### src/rtl/msct_pkg.sv
// Types, widths and codes for the mean and deviation color transfer block.
`timescale 1ns / 1ps
`default_nettype none
package msct_pkg;

   localparam int MAX_PIXELS = 65536;
   localparam int FRAC_BITS  = 16;
   localparam int PIX_W      = 8;
   localparam int NUM_CHAN   = 3;
   localparam int CNT_W      = $clog2(MAX_PIXELS + 1);
   localparam int ADDR_W     = $clog2(MAX_PIXELS);
   localparam int SUM_W      = PIX_W + ADDR_W;
   localparam int SQ_W       = 2 * PIX_W + ADDR_W;
   localparam int NSQ_W      = CNT_W + SQ_W;
   localparam int N2_W       = 2 * CNT_W;
   // population variance stays below 2^(2*PIX_W-2)
   localparam int VAR_W      = 2 * (PIX_W - 1) + 2 * FRAC_BITS;
   localparam int STD_W      = VAR_W / 2;
   localparam int Q_W        = PIX_W + FRAC_BITS;
   localparam int DIV_W      = NSQ_W + 2 * FRAC_BITS;
   localparam int DEN_W      = N2_W;
   localparam int V_W        = Q_W + 2;
   localparam int X_W        = PIX_W + 2;
   localparam int P_W        = X_W + Q_W + 1;

   localparam logic [1:0]     LAST_CHAN = 2'(NUM_CHAN - 1);
   localparam logic [Q_W-1:0] GAIN_MAX  = '1;

   typedef enum logic [1:0] {
      OP_LOAD_SRC = 2'd0,
      OP_LOAD_TGT = 2'd1,
      OP_READ     = 2'd2,
      OP_NEW_JOB  = 2'd3
   } op_type;

   typedef enum logic [3:0] {
      ST_IDLE, ST_MUL, ST_DIFF, ST_VGO, ST_VWAIT, ST_SWAIT, ST_MWAIT,
      ST_GGO, ST_GWAIT, ST_MEMRD, ST_CV1, ST_CV2, ST_CV3
   } state_type;

   typedef struct packed {
      logic       load_src;
      logic       load_tgt;
      logic       new_job;
      logic       fault_rsp;
      logic       mul;
      logic       diff;
      logic       vdiv_start;
      logic       sqrt_start;
      logic       std_store;
      logic       mdiv_start;
      logic       mean_store;
      logic       gdiv_start;
      logic       gain_store;
      logic       stats_set;
      logic       mem_rd;
      logic       cv1;
      logic       cv2;
      logic       cv3;
      logic       img;
      logic [1:0] chan;
   } dp_cmd_type;

   typedef struct packed {
      logic fault_cond;
      logic stats_ready;
      logic div_done;
      logic sqrt_done;
   } dp_status_type;

endpackage
`default_nettype wire

### src/rtl/msct_ctrl.sv
// Controller: handshakes, statistics sequencing and read pipeline.
`timescale 1ns / 1ps
`default_nettype none
module msct_ctrl import msct_pkg::*; (
   input  wire logic          clock,
   input  wire logic          reset,
   input  wire logic          req_valid,
   output logic               req_stall,
   input  wire logic [1:0]    req_op,
   output logic               rsp_valid,
   input  wire logic          rsp_stall,
   input  wire dp_status_type status,
   output dp_cmd_type         cmd
);
   state_type  state_ff, state_in;
   logic       img_ff, img_in;
   logic [1:0] chan_ff, chan_in;
   logic       rsp_valid_ff, rsp_valid_in;
   logic       req_acc;
   op_type     op;

   assign op        = op_type'(req_op);
   // a read waits while an earlier word sits stalled at the output
   assign req_stall = (state_ff != ST_IDLE) || (rsp_valid_ff && rsp_stall && op == OP_READ);
   assign req_acc   = req_valid && !req_stall;

   always_comb begin
      state_in = state_ff;
      img_in   = img_ff;
      chan_in  = chan_ff;
      unique case (state_ff)
         ST_IDLE: begin
            if (req_acc && op == OP_READ && !status.fault_cond) begin
               if (status.stats_ready) begin
                  state_in = ST_MEMRD;
               end else begin
                  state_in = ST_MUL;
                  img_in   = 1'b0;
                  chan_in  = '0;
               end
            end
         end
         ST_MUL:   state_in = ST_DIFF;
         ST_DIFF:  state_in = ST_VGO;
         ST_VGO:   state_in = ST_VWAIT;
         ST_VWAIT: if (status.div_done) state_in = ST_SWAIT;
         ST_SWAIT: if (status.sqrt_done) state_in = ST_MWAIT;
         ST_MWAIT: begin
            if (status.div_done) begin
               if (img_ff && chan_ff == LAST_CHAN) begin
                  state_in = ST_GGO;
                  chan_in  = '0;
               end else begin
                  state_in = ST_MUL;
                  img_in   = !img_ff;
                  if (img_ff) chan_in = chan_ff + 1'b1;
               end
            end
         end
         ST_GGO:   state_in = ST_GWAIT;
         ST_GWAIT: begin
            if (status.div_done) begin
               if (chan_ff == LAST_CHAN) begin
                  state_in = ST_MEMRD;
               end else begin
                  state_in = ST_GGO;
                  chan_in  = chan_ff + 1'b1;
               end
            end
         end
         ST_MEMRD: state_in = ST_CV1;
         ST_CV1:   state_in = ST_CV2;
         ST_CV2:   state_in = ST_CV3;
         ST_CV3:   state_in = ST_IDLE;
         default:  state_in = ST_IDLE;
      endcase
   end

   always_comb begin
      cmd      = '0;
      cmd.img  = img_ff;
      cmd.chan = chan_ff;
      unique case (state_ff)
         ST_IDLE: begin
            if (req_acc) begin
               unique case (op)
                  OP_LOAD_SRC: cmd.load_src  = 1'b1;
                  OP_LOAD_TGT: cmd.load_tgt  = 1'b1;
                  OP_NEW_JOB:  cmd.new_job   = 1'b1;
                  OP_READ:     cmd.fault_rsp = status.fault_cond;
                  default:     cmd.new_job   = 1'b0;
               endcase
            end
         end
         ST_MUL:   cmd.mul        = 1'b1;
         ST_DIFF:  cmd.diff       = 1'b1;
         ST_VGO:   cmd.vdiv_start = 1'b1;
         ST_VWAIT: cmd.sqrt_start = status.div_done;
         ST_SWAIT: begin
            cmd.std_store  = status.sqrt_done;
            cmd.mdiv_start = status.sqrt_done;
         end
         ST_MWAIT: cmd.mean_store = status.div_done;
         ST_GGO:   cmd.gdiv_start = 1'b1;
         ST_GWAIT: begin
            cmd.gain_store = status.div_done;
            cmd.stats_set  = status.div_done && chan_ff == LAST_CHAN;
         end
         ST_MEMRD: cmd.mem_rd = 1'b1;
         ST_CV1:   cmd.cv1    = 1'b1;
         ST_CV2:   cmd.cv2    = 1'b1;
         ST_CV3:   cmd.cv3    = 1'b1;
         default:  cmd.mem_rd = 1'b0;
      endcase
   end

   always_comb begin
      priority if (cmd.fault_rsp || cmd.cv3) rsp_valid_in = 1'b1;
      else if (!rsp_stall)                   rsp_valid_in = 1'b0;
      else                                   rsp_valid_in = rsp_valid_ff;
   end

   always_ff @(posedge clock) begin
      if (reset) begin
         state_ff     <= ST_IDLE;
         img_ff       <= 1'b0;
         chan_ff      <= '0;
         rsp_valid_ff <= 1'b0;
      end else begin
         state_ff     <= state_in;
         img_ff       <= img_in;
         chan_ff      <= chan_in;
         rsp_valid_ff <= rsp_valid_in;
      end
   end

   assign rsp_valid = rsp_valid_ff;
endmodule
`default_nettype wire

### config.mk
export PLATFORM = sky130hd
export DESIGN_NAME = msct_ctrl
export DESIGN_NICKNAME = d
export VERILOG_FILES = /design/src/rtl/msct_pkg.sv /design/src/rtl/msct_ctrl.sv
export SDC_FILE = /design/constraint.sdc
export NUM_CORES = 1
export LEC_CHECK = 0
export BUFFER_PORTS_ARGS = -buffer_cell sky130_fd_sc_hd__buf_4
export CORE_AREA = 2 2 42 44
export DETAILED_ROUTE_END_ITERATION = 10
export DIE_AREA = 0 0 44 46
export PLACE_DENSITY = 0.87
export SYNTH_ARGS = -nofsm -noshare
export SYNTH_HDL_FRONTEND = slang
export SYNTH_SLANG_ARGS = --single-unit
### constraint.sdc
create_clock -name clock -period 4.6 [get_ports clock]
set_clock_uncertainty 0.2 [all_clocks]
set_input_delay 0.23 -clock clock [delete_from_list [all_inputs] [get_ports clock]]
set_output_delay 0.23 -clock clock [all_outputs]
set_load 0.005 [all_outputs]
-- After elaboration in Yosys (flattened, before gate mapping)
Cells that the tools add are included.
W data, S select, Z words.
- multiplexer cells: 42
- reduce and logical (&&, ||, !) cells: 20
- $add $sub $neg: 1
- equality and inequality tests: 26
- operators by type and width (operator ; number):
    $pmux W4 S12 ; 1
    $mux W4 ; 9
    $eq A4 B4 Y1 const B ; 5
    $mux W1 ; 20
    $mux W2 ; 9
    $eq A4 B3 Y1 const B ; 4
    $ne A2 B2 Y1 const B ; 8
    $reduce_and A5 Y1 ; 2
    $eq A4 B2 Y1 const B ; 2
    $logic_and A1 B1 Y1 ; 7
    $reduce_and A7 Y1 ; 1
    $eq A2 B2 Y1 const B ; 3
    $pmux W2 S3 ; 1
    $eq A4 B1 Y1 const B ; 1
    $logic_not A4 Y1 ; 1
    $reduce_bool A4 Y1 ; 1
    $logic_not A1 Y1 ; 3
    $mux W3 ; 1
    $ne A3 B3 Y1 const B ; 1
    $reduce_bool A3 Y1 ; 1
    $add A2 B1 Y2 const B ; 1
    $eq A2 B1 Y1 const B ; 1
    $logic_not A2 Y1 ; 1
    $logic_or A1 B1 Y1 ; 2
    other kinds (3) ; 3
- bits in registers: 8
- output and inout bits: 23
- word-level logic and storage cells: 93
- input port bits: 10

-- Depth between registers and ports, before layout
Gate-level depths: netlist of the first run.
- depth after elaboration: 9
- depth in mapped cells: 8
- gate-level depth less buffers: 7

-- Worst setup path after synthesis of the first run
OpenSTA, ideal clock, no wires.
- kind: register -> register
- start point: reg state_ff[0]
- end point: reg chan_ff[0]
- required time: 4277 ps
- path buffers: 1
- cell stages (with the launch flop): 6
- arrival time: 1401 ps
- clock period less this slack: 1724 ps
- setup slack: 2876 ps
- library setup time: 123 ps
- cells stage by stage: dfxtp_1 > buf_2 > nor4_4 > nand4_1 > a22oi_2 > mux2_1
- longest elaborated chain between the ends: 8
- elaborated cells between the ends (all ways): 18
- classes of those cells: eq/ne (8); mux (1); reduce/logical (9)
- RTL lines (element ; line ; RTL):
    start: declaration ; msct_ctrl.sv:15 ; state_type state_ff, state_in;
    start signal: assignment ; msct_ctrl.sv:130 ; state_ff <= state_in;
    $reduce_bool A4 Y1 ; msct_ctrl.sv:24 ; assign req_stall = (state_ff != ST_IDLE) || (rsp_valid_ff && rsp_stall && op == OP_READ);
    $logic_or A1 B1 Y1 ; msct_ctrl.sv:24 ;
    $logic_not A1 Y1 ; msct_ctrl.sv:25 ; assign req_acc = req_valid && !req_stall;
    $logic_and A1 B1 Y1 ; msct_ctrl.sv:25 ;
    $logic_and A1 B1 Y1 (2 in series) ; msct_ctrl.sv:33 ; if (req_acc && op == OP_READ && !status.fault_cond) begin
    $ne A2 B2 Y1 (no source line) ; - ;
    $reduce_and A7 Y1 (no source line) ; - ;
    end signal: assignment ; msct_ctrl.sv:132 ; chan_ff <= chan_in;
    end: declaration ; msct_ctrl.sv:17 ; logic [1:0] chan_ff, chan_in;
Several ways; a longest one is shown, not always the timed one.
A chain may end at the register's enable or synchronous reset.

==> impl_metrics.json, run 1 <==
{
  "status": "finished, final reports clean",
  "crit_buf_inv": 2,
  "yosysTopAreaCellShare": 0.215,
  "htreeDepth": 1,
  "ys_ff_latch": 8,
  "dieWidth_um": 44,
  "pre_cts_ws_ps": 2550,
  "drtIter0Drc": 25,
  "cp_top_family": "simple AND/OR/NAND/NOR gates",
  "worstPathArrival_ps": 1670,
  "gp_congestion": 0.865,
  "setup_tns_ps": 0,
  "gr-total-overflow": 0,
  "fin_nets": 147,
  "clkLatencyLatePin_ps": 250,
  "end_kind": "output pin",
  "clkTransAtPathRegs_ps": 60,
  "synth_area_leader_cell": "dfxtp_1",
  "dieArea_mm2": 0.00202,
  "fmax_mhz": 477,
  "synth.area.top_cells": "dfxtp_1 22%, nor2_1 9.1%, inv_1 4.5%",
  "cts_buffers": 3,
  "rsz0062_at_grt": "false",
  "io_pins": 33,
  "core_mm2": 0.00161,
  "port_buffers": 32,
  "fin_worst_hold_slack_ps": 14.0,
  "layout_commonest_cell": "buf_4",
  "yosysWarnings": 0,
  "post-route-min-period_ps": 2100,
  "post-dp-hpwl_um": 1490,
  "crit_chain": "nor4_4 > o21ai_1 > nor2_1 > nand3_1 > inv_1 > buf_4",
  "syn_area_um2": 743,
  "post_cts_resized": 0,
  "drt_pass1_iterations": 4,
  "wl_per_cell_um": 12.5,
  "cpPeakStageDelay_ps": 450,
  "drive_above_1_share": 0.276,
  "start_util": 0.460,
  "drc": 0,
  "root_buffer": "clkbuf_4",
  "fin_crit_sh": 0.456,
  "area_delta_synth_final_pct": 31.0,
  "critPathSlowestCell": "dfxtp_1",
  "grtUsageTotal": 0.204,
  "clock_sinks": 8,
  "hold_viol": 0,
  "antenna_found_initial": 0,
  "chipHeight_um": 46,
  "layout_common_cells": "32 x buf_4, 18 x nor2_1, 9 x nand2_1, 9 x inv_1, 8 x dfxtp_1",
  "worst_pin_slew_ps": 491,
  "num_vias": 866,
  "diodes": 0,
  "p_leak_nw": 0.468,
  "powerDensity_mw_per_mm2": 421,
  "crit_path_max_fanout": 14,
  "synth_seq_area_share": 0.215,
  "startpoint_type": "flip-flop",
  "syn-num-nets": 120,
  "cts_tree": "built",
  "grt_pass1_vias": 753,
  "slew_violations": 0,
  "routed_wl_um": 1890,
  "num_rows": 15,
  "drv_cap": 0,
  "grt_max_degree": 16,
  "viasPerCell": 5.74,
  "syn_area_per_cell_um2": 6.82,
  "irDropWorstVdd_mv": 0.224,
  "setup_viol": 0,
  "netlist-cell-type-count": 37,
  "cts_hold_buf": 0,
  "syn_inst": 109,
  "layout_setup_ws_ps": 2500,
  "criticalPathCategory": "flip-flop to output pin",
  "min_path_type": "input pin to flip-flop",
  "grt_pass1_wl_um": 3120,
  "relSlewSlack": 0.672,
  "cts_max_path_buffers": 2,
  "ant_nets": 0,
  "cp.required_ps": 4170,
  "cts_setup_buffers": 0,
  "fill_cells": 156
}
Yosys cell counts (all sizes together):
cell type,count
nor4,2
o32ai,2
inv,9
o311a,1
nor2,18
nor2b,3
buf,8
and3,1
nand2b,4
o21ba,1
o21a,2
nor3b,2
a221oi,1
a21oi,4
nand3,3
dfxtp,8
a31oi,3
o22ai,1
mux2,2
nand4,2
o2bb2ai,2
ha,1
clkbuf,2
a2bb2oi,1
nand2,9
nor3,6
o311ai,1
o211ai,1
a22oi,1
a211o,1
and2,1
nand3b,1
o21ai,5
per-layer routing:
metal	GRT usage	vias up	routed length, um
met5	0	-	0
met4	0.0848	0	37
met3	0.0476	6	140
met2	0.338	48	913
met1	0.252	378	794
li1	-	434	-
logic make-up (layout without fill, tap and decap cells):
logic type | Yosys count | in the layout | synth area share
buffers and inverters | 19 | 44 | 0.118
adders and majority gates | 1 | 1 | 0.0168
DFF | 8 | 8 | 0.215
and+or+nand+nor | 52 | 52 | 0.357
AOI/OAI and AO/OA | 27 | 27 | 0.263
muxes | 2 | 2 | 0.0303
layout make-up:
type,instances,area (um^2),share of cell area
multi-input combinational,82,495,0.509
timing repair buffer,32,240,0.247
sequential,8,160,0.165
inverter,9,33.8,0.0347
clock buffer,3,22.5,0.0231
tap,17,21.3,0.0219
sequential cells by signal (all words and copies together) (netlist names):
| register | flops |
|---|---|
| img_ff | 1 |
| state_ff | 4 |
| rsp_valid | 1 |
| chan_ff | 2 |
stage by stage:
step                      cells   util  power (mW)  area [um^2]
after detailed placement    148  0.589       0.355          951
after global placement      148  0.589       0.348          951
final                       151  0.603       0.410          973
after floorplan             109      -       0.289          743
after CTS                   151  0.603       0.410          973
after global routing        151  0.603       0.452          973
path summary, 6_finish.rpt:
check | start | endpoint | slack, ps | cells after the start
worst max-delay path | state_ff[1]$_SDFFE_PP0P_ | cmd[17] | 2500 | 6
worst min-delay path | reset | img_ff$_SDFFE_PP0P_ | 10 | 2
worst max register to register | state_ff[3]$_SDFFE_PP0P_ | chan_ff[1]$_SDFFE_PP0P_ | 2540 | 5
worst min register to register | chan_ff[0]$_SDFFE_PP0P_ | chan_ff[0]$_SDFFE_PP0P_ | 390 | 2
where the power goes:
| group | internal [mW] | leakage [nW] | switching, mW |
|---|---|---|---|
| registers | 0.0831 | 0.0650 | 0.0448 |
| clock network | 0.0298 | 0.0138 | 0.0224 |
| logic | 0.111 | 0.389 | 0.119 |
| total | 0.224 | 0.468 | 0.186 |
Power figures use the tool's default switching activity.
==> run 2, diff against run 1 <==
CORE_AREA = 2 2 44 46   (was 2 2 42 44)
DIE_AREA = 0 0 46 48   (was 0 0 44 46)
PLACE_DENSITY = 0.8   (was 0.87)
clock period = 2 ns   (was 4.6 ns; I/O delays follow)
==> impl_metrics.json, run 2 (synthesis results as in run 1) <==
{
  "status": "finished, final reports clean",
  "setup_viol": 0,
  "clock_sinks": 8,
  "slew_violations": 0,
  "chipHeight_um": 48,
  "grt_pass1_vias": 810,
  "cp.required_ps": 1700,
  "root_buffer": "clkbuf_4",
  "io_pins": 33,
  "sw_frac_of_total": 0.439,
  "p_leak_nw": 0.519,
  "fin_crit_sh": 0.925,
  "top_register": "state_ff",
  "stdcell_area_mm2": 0.00107,
  "post-route-min-period_ps": 1850,
  "cts_max_path_buffers": 2,
  "clkLatencyLatePin_ps": 260,
  "clkTransAtPathRegs_ps": 50,
  "cts_buffers": 3,
  "hold_viol": 0,
  "fmax_mhz": 541,
  "layout_setup_ws_ps": 151,
  "placed_area_mm2": 0.00100,
  "p_comb_frac": 0.632,
  "dieArea_mm2": 0.00221,
  "end_kind": "output pin",
  "htreeDepth": 1,
  "powerDensity_mw_per_mm2": 982,
  "irDropWorstVdd_mv": 0.635,
  "pwr-share-seq": 0.246,
  "rsz0062_at_grt": "false",
  "ant_nets": 0,
  "layout_commonest_cell": "buf_4",
  "fin_util": 0.631,
  "routed_wl_um": 2110,
  "pre_cts_ws_ps": 182,
  "reg_top3": "state_ff x4, chan_ff x2",
  "largest_reg_flops": 4,
  "startpoint_type": "flip-flop",
  "drtIter0Drc": 37,
  "crit_path_max_fanout": 8,
  "min_path_type": "input pin to flip-flop",
  "post_cts_resized": 0,
  "diodes": 0,
  "fill_cells": 177,
  "p_int_mw": 0.588,
  "fin_worst_hold_slack_ps": 40.1,
  "drv_cap": 0,
  "criticalPathCategory": "flip-flop to output pin",
  "area_delta_synth_final_pct": 43.4,
  "setup_tns_ps": 0,
  "antenna_found_initial": 0,
  "dp.cells": 155,
  "fin_nets": 158,
  "core_mm2": 0.00169,
  "start_util": 0.440,
  "gr-total-overflow": 0,
  "wl_per_cell_um": 13.0,
  "gp_congestion": 0.865,
  "grt_pass1_wl_um": 3320,
  "num_vias": 935,
  "drive_above_1_share": 0.303,
  "worstPathArrival_ps": 1550,
  "port_buffers": 32,
  "drt_pass1_iterations": 4,
  "worst_pin_slew_ps": 485,
  "relSlewSlack": 0.673,
  "dieWidth_um": 46,
  "num_rows": 15,
  "power_mw": 1.05,
  "grtUsageTotal": 0.209,
  "viasPerCell": 5.77,
  "post-dp-hpwl_um": 1680,
  "clkPwrFrac": 0.122,
  "cts_tree": "built",
  "drc": 0,
  "p_switching_mw": 0.459,
  "fin_cells": 162,
  "grt_max_degree": 10,
  "layout_common_cells": "39 x buf_4, 18 x nor2_1, 9 x nand2_1, 9 x inv_1, 8 x dfxtp_1"
}
[run 2: cell types whose count changed in the layout (fill, tap and decap cells not counted)]
cell,before,now
buf_4,32,39
dlygate4sd3_1,0,4
[run 2: final timing paths]
kind                                          startpoint                       end  slack, ps  cells past startpoint
worst min register to register    rsp_valid$_SDFFE_PP0P_    rsp_valid$_SDFFE_PP0P_        360                      2
worst max-delay path            state_ff[1]$_SDFFE_PP0P_                   cmd[17]        150                      6
worst max register to register  state_ff[2]$_SDFFE_PP0P_   chan_ff[1]$_SDFFE_PP0P_        160                      5
worst min-delay path                           status[1]  state_ff[1]$_SDFFE_PP0P_         40                      4
[run 2: worst max-delay path, stage by stage (launching register included)]
cell     delay [ps]
dfxtp_1         390
nor4_4          300
o21ai_1         140
nor2_1          180
nand3_1         120
inv_1            70
buf_4           100
[run 2: layout make-up]
cell class / count / area [um^2] / share of cell area
Inverter: 9 / 33.8 / 0.0317
Timing Repair Buffer: 43 / 333 / 0.312
Clock buffer: 3 / 22.5 / 0.0211
Multi-Input combinational cell: 82 / 495 / 0.465
Sequential cell: 8 / 160 / 0.150
Tap cell: 17 / 21.3 / 0.0200
[run 2: metal layers]
layer | vias up | share of wire | global-route usage
met3 | 8 | 0.085 | 0.0415
met1 | 420 | 0.42 | 0.251
met4 | 0 | 0.017 | 0.0914
met2 | 48 | 0.48 | 0.361
li1 | 459 | - | -
met5 | - | 0 | 0
[run 2: power groups by stage]
stage          clock [mW]  sequential [mW]  combinational (mW)
2_1_floorplan           0            0.224               0.442
4_1_cts             0.132            0.256               0.661
6_report            0.128            0.257               0.662
5_1_grt             0.138            0.262               0.737
3_5_place_dp            0            0.260               0.653
3_3_place_gp            0            0.258               0.635
[run 2: what timing repair did]
| item | CTS | global route |
|---|---|---|
| endpoints found under the hold margin | 6 | 0 |
| setup buffers | 0 | 0 |
| hold buffers | 4 | 0 |
| setup endpoints to repair | 0 | 0 |
